`config.mk`:
```
export PLATFORM = sky130hd
export DESIGN_NAME = itrk_ram
export DESIGN_NICKNAME = d
export VERILOG_FILES = /design/src/rtl/assert_macros.svh /design/src/rtl/itrk_ram.sv
export SDC_FILE = /design/constraint.sdc
export NUM_CORES = 1
export LEC_CHECK = 0
export BUFFER_PORTS_ARGS = -buffer_cell sky130_fd_sc_hd__buf_4
export CELL_PAD_IN_SITES_DETAIL_PLACEMENT = 0
export CELL_PAD_IN_SITES_GLOBAL_PLACEMENT = 1
export CORE_UTILIZATION = 30
export CTS_CLUSTER_SIZE = 20
export DETAILED_ROUTE_END_ITERATION = 10
export PLACE_DENSITY = 0.59
export SYNTH_ARGS = -nofsm -noshare
export SYNTH_HDL_FRONTEND = slang
export SYNTH_SLANG_ARGS = --single-unit
```
`constraint.sdc`:
```
create_clock -name i_clk -period 4.62 [get_ports i_clk]
set_input_delay 0.231 -clock i_clk [delete_from_list [all_inputs] [get_ports i_clk]]
set_output_delay 0.231 -clock i_clk [all_outputs]
set_load 0.02 [all_outputs]
```
`src/rtl/assert_macros.svh`:
```
// ----------------------------------------------------------------------------
// assert_macros.svh
// Assertion macros used by interval_track_assignment. Each macro checks on the
// rising clock edge and stays quiet while the synchronous active-low reset is held.
// ----------------------------------------------------------------------------
`ifndef ASSERT_MACROS_SVH
`define ASSERT_MACROS_SVH

// Same-cycle implication: cons must hold whenever ante holds.
`define ITRK_ASSERT_IMPL(label, clk, rst_n, ante, cons, msg) \
    label: assert property (@(posedge clk) disable iff (!rst_n) (ante) |-> (cons)) \
        else $error(msg);

// Next-cycle implication: cons must hold in the cycle after ante holds.
`define ITRK_ASSERT_NEXT(label, clk, rst_n, ante, cons, msg) \
    label: assert property (@(posedge clk) disable iff (!rst_n) (ante) |=> (cons)) \
        else $error(msg);

`endif

```
`src/rtl/itrk_ram.sv`:
```
// ----------------------------------------------------------------------------
// itrk_ram
// Generic single-write, single-read RAM with registered read data. A read of
// the address written in the same cycle returns the old contents.
// ----------------------------------------------------------------------------
module itrk_ram #(
    parameter int unsigned WIDTH = 8,
    parameter int unsigned DEPTH = 16
) (
    input  logic                     i_clk,
    input  logic                     i_we,
    input  logic [$clog2(DEPTH)-1:0] i_waddr,
    input  logic [WIDTH-1:0]         i_wdata,
    input  logic [$clog2(DEPTH)-1:0] i_raddr,
    output logic [WIDTH-1:0]         o_rdata
);

    logic [WIDTH-1:0] r_mem [DEPTH];
    logic [WIDTH-1:0] r_rdata;

    // Write port and registered read port
    always_ff @(posedge i_clk) begin
        if (i_we) begin
            r_mem[i_waddr] <= i_wdata;
        end
        r_rdata <= r_mem[i_raddr];
    end

    assign o_rdata = r_rdata;

endmodule

```
; Word level (Yosys, flattened, before mapping)
; Memories as Yosys holds them, arrays and structs flattened. A register that Yosys moved wholly into a read port is not among the register bits.
; Cells that the tools add are included.
[word_totals]
regBits = 0
ram_bits = 128
input_bits = 18
out_inout_bits = 8
elab_cells = 3
mem_count = 1
[op_classes]
muxes = 2
[memory_table]
columns = memory, words, width, rd, rd_clocked_by_memory_dff, wr, line
row1 = r_mem, 16, 8, 1, 1, 1, itrk_ram.sv:18  ; logic [WIDTH-1:0] r_mem [DEPTH];
[op_table]
columns = op, count
row1 = 1-bit two-way mux, 2

; Depth between registers and ports, before layout
; Gate-level depths: netlist (run 1).
[logic_depth]
depth_word = 2
depth_mapped = 5
mapped_depth_nobuf = 3

; Least setup slack after synthesis (run 1)
; No wires, ideal clock.
[synth_timing]
path_kind = input -> register
startpoint = in i_waddr[2]
endpoint = mem r_mem[0][0], enable pin
setup_time_ns = 0.383
arrival_time_ns = 1.341
required_ns = 4.237
slack_ns = 2.896
path_stages = 2
n_path_buf = 0
path_cell_list = or3b_2 > nor3_1
[synth_lines]
columns = element, line
row1 = "start, declared", itrk_ram.sv:12  ; input logic [$clog2(DEPTH)-1:0] i_waddr,
row2 = "end, declared", itrk_ram.sv:18
; Straight into the memory's write port.

; Worst setup path after layout (run 1)
[layout_timing]
startpoint = in i_waddr[2]
endpoint = mem r_mem[0][7], enable pin
; Straight into the memory's write port.

==> results of run 1 <==
power by group through the flow:
stage               logic (uW)  registers (uW)  clock network, uW
finish                     140            1390               1500
global route               151            1390               1560
CTS                        143            1390               1520
detailed placement         142            1410                  0
global placement           140            1410                  0
floorplan                 70.0            1420                  0
worst min-delay path by stage:
| stage | startpoint | end | slack [ns] | cells after the start |
|---|---|---|---|---|
| floorplan | i_wdata[0] | r_mem[0][0]$_DFFE_PP_ | 0.33 | 0 |
| global placement | i_wdata[3] | r_mem[12][3]$_DFFE_PP_ | 0.54 | 1 |
| detailed placement | i_wdata[4] | r_mem[2][4]$_DFFE_PP_ | 0.56 | 1 |
| CTS | i_wdata[4] | r_mem[2][4]$_DFFE_PP_ | 0.13 | 1 |
| global route | i_wdata[4] | r_mem[2][4]$_DFFE_PP_ | 0.14 | 1 |
| finish | i_wdata[4] | r_mem[2][4]$_DFFE_PP_ | 0.13 | 1 |
state kept, by name (all words and copies together), names as in the netlist:
name,count
r_mem,128
o_rdata,8
routing by layer:
metal / up-vias / global-route usage (%) / part of all wire, %
met2: 75 / 18.2 / 46
met1: 1265 / 17.9 / 47
met5: - / 0 / 0
li1: 1048 / - / -
met4: 0 / 5.36 / 1.4
met3: 12 / 3.49 / 5.2
per-stage QoR:
stage	power (uW)	worst slack (ns)	hold slack [ns]	std cells
floorplan	1490	2.90	0.330	229
global placement	1550	2.56	0.544	466
detailed placement	1560	2.51	0.557	466
CTS	3050	2.94	0.128	498
global route	3110	2.86	0.136	498
finish	3030	2.97	0.131	498
critical path, delay by kind of cell:
family | cells | cell delay [ns]
and+or+nand+nor | 2 | 1.32
buffers and inverters | 1 | 0.12
logic make-up after synthesis:
| logic type | Yosys count |
|---|---|
| buf+inv | 10 |
| flops | 136 |
| mux | 32 |
| compound gates | 16 |
| simple gates | 35 |
area by class of cell:
class                      instances  area [um2]  share of cell area [%]
tap                              220         275                    4.44
sequential                       136        4000                    64.6
timing repair buffer              27         203                    3.27
clock inverter                    14         229                    3.69
multi-input combinational         83        1060                    17.1
clock buffer                      18         429                    6.92
cells in the final DEF, fill, tap and decap left out, drive strengths merged, types with 2 or more instances in the layout:
cell type | netlist | final
edfxtp | 128 | 128
clkinv | 0 | 5
clkbuf | 0 | 18
nand2 | 9 | 9
nor3 | 4 | 4
nand3b | 2 | 2
bufinv | 0 | 6
mux4 | 32 | 32
nor2 | 13 | 13
a22oi | 16 | 16
buf | 7 | 27
clkinvlp | 0 | 3
dfxtp | 8 | 8
nand2b | 2 | 2
==> flow_metrics.env, run 1 <==
export IMPL_final_cell_area_um2=6200
export IMPL_synth_net_count=247
export IMPL_yosys_top_cells_count="edfxtp_1, mux4_2, a22oi_1"
export IMPL_core_area_um2=16600
export IMPL_netlist_area_um2=5150
export IMPL_setup_viol=0
export IMPL_synth_xor_area_share_pct=0
export IMPL_crit_slowest_cell="nor3_1"
export IMPL_p_seq_share_pct=45.8
export IMPL_cp_start_kind="input port"
export IMPL_intPower_uw=2440
export IMPL_die_w_um=133
export IMPL_cts_hold_buf=0
export IMPL_htree_levels=4
export IMPL_synth_mux_area_fraction_pct=15.0
export IMPL_synth_edff_count=128
export IMPL_io_pins=26
export IMPL_ir_drop_mv=0.300
export IMPL_die_h_um=133
export IMPL_p_sw_uw=582
export IMPL_rr_endpoint="o_rdata[1]$_DFF_P_"
export IMPL_wirelength_um=10300
export IMPL_seq_area_frac_synth_pct=77.8
export IMPL_synth_top_cell_area_share_pct=74.7
export IMPL_synth_area_leaders="edfxtp_1, mux4_2, mux4_1"
export IMPL_start_util_pct=30.9
export IMPL_hold_viol_final=0
export IMPL_grt_pass1_wl_um=15500
export IMPL_rsz0062_at_grt="false"
export IMPL_yosys_area_share_simple_pct=3.18
export IMPL_reg2regPathDepth=3
export IMPL_pwr_share_comb_pct=4.6
export IMPL_grt_max_degree=33
export IMPL_synth_most_common_cell="edfxtp_1"
export IMPL_firstDrtPassIters=5
export IMPL_pwr_density_cell_nw_per_um2=488
export IMPL_viasPerCell=4.82
export IMPL_criticalPathCategory="in -> reg"
export IMPL_cts_made_buffers=17
export IMPL_drv_slew=0
export IMPL_yosys_area_top_type="edfxtp_1"
export IMPL_cp_end_kind="register"
export IMPL_cts_path_max_buffers=2
export IMPL_outcome="complete, no violations"
export IMPL_fmax_mhz=607
export IMPL_ant_nets=0
export IMPL_cts_sinks=136
export IMPL_num_rows=47
export IMPL_place_gp_congestion=0.718
export IMPL_synth_seq_cells=136
export IMPL_grt_pass1_vias=2467
export IMPL_placed_cell_area_um2=5540
export IMPL_drt_iter0_markers=250
export IMPL_tns_ns=0
export IMPL_cts_resized=0
export IMPL_cp_arrival_ns=1.67
export IMPL_io_buffers=25
export IMPL_nFillCells=1514
export IMPL_switching_share_pct=19.2
export IMPL_synthAdderAreaFrac_pct=0
export IMPL_grt_overflow_total=0
export IMPL_dp_hpwl_um=6310
export IMPL_leakagePower_uw=0.00204
export IMPL_crit_path_end="r_mem[0][7]$_DFFE_PP_"
export IMPL_wire_per_inst_um=20.8
export IMPL_die_area_um2=17700
export IMPL_crit_chain="buf_4, or3b_2, nor3_1"
export IMPL_synth_compound_area_share_pct=2.33
export IMPL_path_clk_slew_ns=0.06
export IMPL_clock_latency_ns=0.41
export IMPL_cp_slowest_stage_delay_ns=0.82
export IMPL_post_cts_buffers=0
export IMPL_fin_skew_ns=0.00765
export IMPL_layout_drive_gt1_share_pct=27.3
export IMPL_grt_total_usage_pct=12.6
export IMPL_cts_root_buf="clkbuf_16"
export IMPL_hold_path_class="in -> reg"
export IMPL_crit_path_start="i_waddr[2]"
export IMPL_postSynthAreaPerCell_um2=22.5
export IMPL_yosys_warnings=0
export IMPL_async_reset_ff_share_pct=0
export IMPL_synth_cells=229
export IMPL_num_vias=2400
export IMPL_finalCritPeriodShare_pct=35.6
export IMPL_fin_crit_ns=1.65
export IMPL_synth_flop_cell="edfxtp_1"
export IMPL_clockPowerShare_pct=49.5
export IMPL_synth_top_family_by_area="multiplexers"
export IMPL_crit_path_max_fanout=8
export IMPL_antenna_found_initial=0
export IMPL_drc_errors=0
export IMPL_syn_to_final_growth_pct=20.5
export IMPL_nNetsFinal=283
export IMPL_worst_slew_pin_slew_ns=1.04
export IMPL_worst_endpoint_required_ns=4.65
export IMPL_timing_rr_start="r_mem[0][1]$_DFFE_PP_"
export IMPL_slew_limit_headroom_pct=29.9
export IMPL_tritoncts="built"
export IMPL_reg2reg_slack_ns=3.17
export IMPL_num_antenna_cells=0
export IMPL_max_cap_viol_count=0
export IMPL_post_route_util_pct=37.3
export IMPL_synth_cell_types=19
Power figures use the tool's default switching activity.
==> run 2, diff against run 1 <==
--- a/config.mk
+++ b/config.mk
@@ -11,7 +11,7 @@
 export CORE_UTILIZATION = 30
 export CTS_CLUSTER_SIZE = 20
 export DETAILED_ROUTE_END_ITERATION = 10
-export PLACE_DENSITY = 0.59
+export PLACE_DENSITY = 0.61
 export SYNTH_ARGS = -nofsm -noshare
 export SYNTH_HDL_FRONTEND = slang
 export SYNTH_SLANG_ARGS = --single-unit
==> constraint.sdc (replaced) <==
create_clock -name i_clk -period 1.4 [get_ports i_clk]
set_input_delay 0.07 -clock i_clk [delete_from_list [all_inputs] [get_ports i_clk]]
set_output_delay 0.07 -clock i_clk [all_outputs]
set_load 0.02 [all_outputs]
==> flow_metrics.env, run 2 (synthesis results as in run 1) <==
export IMPL_drc_errors=0
export IMPL_cp_start_kind="register"
export IMPL_antenna_found_initial=1
export IMPL_layout_drive_gt1_share_pct=33.2
export IMPL_crit_chain="mux4_1, a22oi_2, nand2_1"
export IMPL_slew_limit_headroom_pct=50.0
export IMPL_cp_slowest_stage_delay_ns=0.52
export IMPL_grt_overflow_total=0
export IMPL_die_area_um2=17700
export IMPL_die_w_um=133
export IMPL_p_sw_uw=1880
export IMPL_num_vias=2488
export IMPL_clock_latency_ns=0.41
export IMPL_dp_cells=490
export IMPL_hold_path_class="in -> reg"
export IMPL_hold_worst_slack_ns=0.174
export IMPL_p_seq_share_pct=48.3
export IMPL_crit_path_max_fanout=1
export IMPL_syn_to_final_growth_pct=25.2
export IMPL_start_util_pct=30.9
export IMPL_final_cells=531
export IMPL_io_pins=26
export IMPL_layout_setup_ws_ns=0.0520
export IMPL_largest_register="r_mem"
export IMPL_fmax_mhz=742
export IMPL_final_cell_area_um2=6440
export IMPL_grt_max_degree=17
export IMPL_switching_share_pct=19.8
export IMPL_nNetsFinal=315
export IMPL_place_gp_congestion=0.705
export IMPL_nFillCells=1500
export IMPL_core_area_um2=16600
export IMPL_path_clk_slew_ns=0.06
export IMPL_min_path_cells=3
export IMPL_worst_slew_pin_slew_ns=0.747
export IMPL_ant_nets=0
export IMPL_num_rows=47
export IMPL_leakagePower_uw=0.00218
export IMPL_crit_slowest_cell="mux4_1"
export IMPL_pwr_share_comb_pct=5.4
export IMPL_reg2reg_slack_ns=0.05
export IMPL_tritoncts="built"
export IMPL_largest_reg_flops=128
export IMPL_grt_pass1_vias=2641
export IMPL_dp_slack_ns=-0.104
export IMPL_dp_hpwl_um=6870
export IMPL_outcome="complete, no violations"
export IMPL_setup_viol=0
export IMPL_pwr_density_cell_nw_per_um2=1470
export IMPL_power_uw=9500
export IMPL_io_buffers=25
export IMPL_cp_arrival_ns=1.65
export IMPL_layout_common_cells="edfxtp_1, buf_4, mux4_2"
export IMPL_drv_slew=0
export IMPL_drt_iter0_markers=263
export IMPL_final_common_cell="edfxtp_1"
export IMPL_fin_crit_ns=1.35
export IMPL_die_h_um=133
export IMPL_cp_end_kind="register"
export IMPL_clockPowerShare_pct=46.3
export IMPL_hold_viol_final=0
export IMPL_ir_drop_mv=0.801
export IMPL_reg2regPathDepth=3
export IMPL_cts_made_buffers=17
export IMPL_placed_cell_area_um2=5760
export IMPL_firstDrtPassIters=4
export IMPL_cts_path_max_buffers=2
export IMPL_grt_total_usage_pct=12.7
export IMPL_grt_pass1_wl_um=15800
export IMPL_rsz0062_at_grt="false"
export IMPL_wire_per_inst_um=19.3
export IMPL_worst_endpoint_required_ns=1.70
export IMPL_viasPerCell=4.69
export IMPL_intPower_uw=7610
export IMPL_max_cap_viol_count=0
export IMPL_finalCritPeriodShare_pct=96.3
export IMPL_wirelength_um=10200
export IMPL_htree_levels=4
export IMPL_fin_skew_ns=0.00528
export IMPL_cts_root_buf="clkbuf_16"
export IMPL_cts_sinks=136
export IMPL_criticalPathCategory="reg -> reg"
export IMPL_post_cts_buffers=0
[run 2: cell count changes in the layout (fill, tap and decap cells not counted), moves of 2 or more]
cell,before,now
buf_12,0,3
buf_4,27,48
bufinv_16,6,3
clkinv_2,2,5
clkinvlp_4,3,5
dlygate4sd3_1,0,8
[run 2: what timing repair did]
item	CTS	global route
hold buffers	8	0
setup endpoints to repair	1	0
endpoints found under the hold margin	128	0
gates resized for setup	1	0
[run 2: per-stage QoR]
step | util, % | TNS [ns]
2_1_floorplan | - | 0
3_3_place_gp | 34.6 | -0.334
3_5_place_dp | 34.6 | -0.401
4_1_cts | 38.7 | 0
5_1_grt | 38.7 | 0
6_report | 38.7 | 0
[run 2: final cells by class]
cell class	instances	area [um2]	share of cell area, %
Sequential cell	136	4000	62.1
Multi-Input combinational cell	83	1070	16.6
Timing Repair Buffer	59	500	7.77
Clock buffer	18	439	6.81
Tap cell	220	275	4.27
Clock inverter	14	156	2.43
Antenna cell	1	2.50	0.0388
[run 2: per-layer routing]
metal  global-route usage, %  vias to the layer above  routed length [um]
li1                        -                     1109                   -
met1                    17.1                     1313                4690
met5                       0                        -                   0
met3                    4.87                        9                 510
met2                    19.1                       57                4940
met4                    3.83                        0                 104
[run 2: final timing paths]
kind	endpoint	startpoint
max	o_rdata[2]$_DFF_P_	r_mem[1][2]$_DFFE_PP_
min	r_mem[0][3]$_DFFE_PP_	i_waddr[0]
max reg2reg	o_rdata[2]$_DFF_P_	r_mem[1][2]$_DFFE_PP_
min reg2reg	o_rdata[6]$_DFF_P_	r_mem[13][6]$_DFFE_PP_
[run 2: worst max-delay path: cells and delay by family, from the launching register on]
family | cells | cell delay [ns]
AND/OR/NAND/NOR | 1 | 0.08
multiplexers | 1 | 0.52
AO/OA/AOI/OAI | 1 | 0.28
flip-flops | 1 | 0.36
[run 2: power by group through the flow]
stage                     logic (uW)  clock network (uW)  registers (uW)
final                            513                4400            4580
after global placement           496                   0            4670
after detailed placement         505                   0            4670
after floorplan                  231                   0            4690
after CTS                        527                4470            4590
after global routing             558                4650            4590
==> run 3, diff against run 2 <==
==> constraint.sdc (replaced) <==
create_clock -name i_clk -period 1.1 [get_ports i_clk]
set_input_delay 0.055 -clock i_clk [delete_from_list [all_inputs] [get_ports i_clk]]
set_output_delay 0.055 -clock i_clk [all_outputs]
set_load 0.02 [all_outputs]
==> flow_metrics.env, run 3 (synthesis results as in run 1) <==
export IMPL_outcome="finished with violations"
export IMPL_violations="setup timing"
export IMPL_clock_latency_ns=0.41
export IMPL_place_gp_congestion=0.712
export IMPL_largest_reg_flops=128
export IMPL_slew_limit_headroom_pct=34.4
export IMPL_largest_register="r_mem"
export IMPL_dp_hpwl_um=6950
export IMPL_rsz0062_at_grt="true"
export IMPL_cp_start_kind="register"
export IMPL_crit_path_max_fanout=1
export IMPL_cp_slowest_stage_delay_ns=0.48
export IMPL_post_cts_buffers=0
export IMPL_rr_endpoint="o_rdata[5]$_DFF_P_"
export IMPL_worst_slew_pin_slew_ns=0.981
export IMPL_grt_pass1_wl_um=16400
export IMPL_die_h_um=133
export IMPL_drc_errors=0
export IMPL_num_antenna_cells=0
export IMPL_final_common_cell="edfxtp_1"
export IMPL_path_clk_slew_ns=0.06
export IMPL_max_cap_viol_count=0
export IMPL_criticalPathCategory="reg -> reg"
export IMPL_setup_viol=8
export IMPL_wire_per_inst_um=19.9
export IMPL_critical_path_depth=3
export IMPL_layout_common_cells="edfxtp_1, buf_4, mux4_2"
export IMPL_cts_root_buf="clkbuf_16"
export IMPL_nFillCells=1481
export IMPL_grt_max_degree=17
export IMPL_crit_chain="mux4_2, a22oi_2, nand2_1"
export IMPL_fmax_mhz=792
export IMPL_num_vias=2508
export IMPL_grt_overflow_total=0
export IMPL_htree_levels=4
export IMPL_worst_endpoint_required_ns=1.39
export IMPL_num_rows=47
export IMPL_pwr_density_cell_nw_per_um2=1820
export IMPL_hold_viol_final=0
export IMPL_io_buffers=25
export IMPL_cp_num_buf_inv=0
export IMPL_fin_skew_ns=0.00535
export IMPL_grt_total_usage_pct=13.3
export IMPL_nNetsFinal=321
export IMPL_timing_rr_start="r_mem[2][5]$_DFFE_PP_"
export IMPL_tritoncts="built"
export IMPL_leakagePower_uw=0.00220
export IMPL_crit_slowest_cell="mux4_2"
export IMPL_fin_crit_ns=1.26
export IMPL_firstDrtPassIters=4
export IMPL_ir_drop_mv=1.05
export IMPL_drt_iter0_markers=187
export IMPL_reg2regPathDepth=3
export IMPL_finalCritPeriodShare_pct=115
export IMPL_layout_setup_ws_ns=-0.163
export IMPL_io_pins=26
export IMPL_post_route_util_pct=39.7
export IMPL_drv_slew=0
export IMPL_cts_sinks=136
export IMPL_die_w_um=133
export IMPL_syn_to_final_growth_pct=28.5
export IMPL_core_area_um2=16600
export IMPL_cts_path_max_buffers=2
export IMPL_cp_arrival_ns=1.55
export IMPL_path_delay_family="multiplexers"
export IMPL_cp_end_kind="register"
export IMPL_dp_slack_ns=-0.334
export IMPL_viasPerCell=4.68
export IMPL_antenna_found_initial=0
export IMPL_start_util_pct=30.9
export IMPL_wirelength_um=10600
export IMPL_grt_pass1_vias=2640
export IMPL_ant_nets=0
export IMPL_crit_path_start="r_mem[2][5]$_DFFE_PP_"
export IMPL_crit_path_end="o_rdata[5]$_DFF_P_"
export IMPL_reg2reg_slack_ns=-0.16
export IMPL_hold_path_class="in -> reg"
export IMPL_die_area_um2=17700
export IMPL_layout_drive_gt1_share_pct=43.0
export IMPL_cts_made_buffers=17
==> run 3: changes by cell type in the layout (fill, tap and decap cells not counted), moves of 4 or more <==
cell / delta
mux4_2: +13
a22oi_1: -10
buf_12: +9
mux4_1: -13
clkinvlp_4: -4
a22oi_2: +10
==> run 3: repair_timing <==
action / in CTS / in global routing
hold buffers: 8 / 0
endpoints found under the setup margin: 8 / 8
pin swaps: 4 / 0
resized for setup: 12 / 2
hold endpoints to repair: 128 / 0
==> run 3: final cells by class <==
| cell class | count | area [um2] | share of cell area (%) |
|---|---|---|---|
| clock buffer | 23 | 478 | 7.23 |
| clock inverter | 9 | 97.6 | 1.48 |
| multi-input combinational | 83 | 1100 | 16.6 |
| sequential | 136 | 4000 | 60.5 |
| tap | 220 | 275 | 4.16 |
| timing repair buffer | 65 | 658 | 9.95 |
==> run 3: tightest hold or removal path: stages <==
cell     delay (ns)
buf_4          0.14
mux4_2         0.20
a22oi_2        0.06
nand2_1        0.05
==> run 3: worst min-delay path by stage <==
stage,startpoint,end,slack (ns),cells past startpoint
global route,i_raddr[1],o_rdata[4]$_DFF_P_,0.12,4
floorplan,i_wdata[0],r_mem[0][0]$_DFFE_PP_,0.15,0
global placement,i_wdata[2],r_mem[8][2]$_DFFE_PP_,0.36,1
detailed placement,i_wdata[1],r_mem[9][1]$_DFFE_PP_,0.38,1
CTS,i_raddr[1],o_rdata[4]$_DFF_P_,0.11,4
finish,i_raddr[1],o_rdata[4]$_DFF_P_,0.13,4
==> run 3: where the power goes <==
group	total [uW]	internal (uW)	switching (uW)
clock	5430	3490	1950
sequential	5840	5800	39.5
combinational	744	364	381
total	12000	9650	2370
==> run 3: layer usage <==
layer	up-vias	global-route usage (%)	wire, um
li1	1110	-	-
met1	1313	18.7	4970
met2	71	19.0	4790
met3	14	4.48	745
met4	0	5.17	132
met5	-	0	0
==> run 3: per-stage QoR <==
step                      setup TNS, ns  hold slack [ns]  cells  cell area (um2)  total power, uW
final                             -1.01            0.128    536             6610            12000
after global routing              -1.45            0.122    536             6610            12400
after CTS                         -1.14            0.114    536             6600            12100
after detailed placement         -13.61            0.375    496             5910             6650
after global placement           -12.90            0.360    496             5910             6630
after floorplan                  -0.741            0.154    229             5180             6290
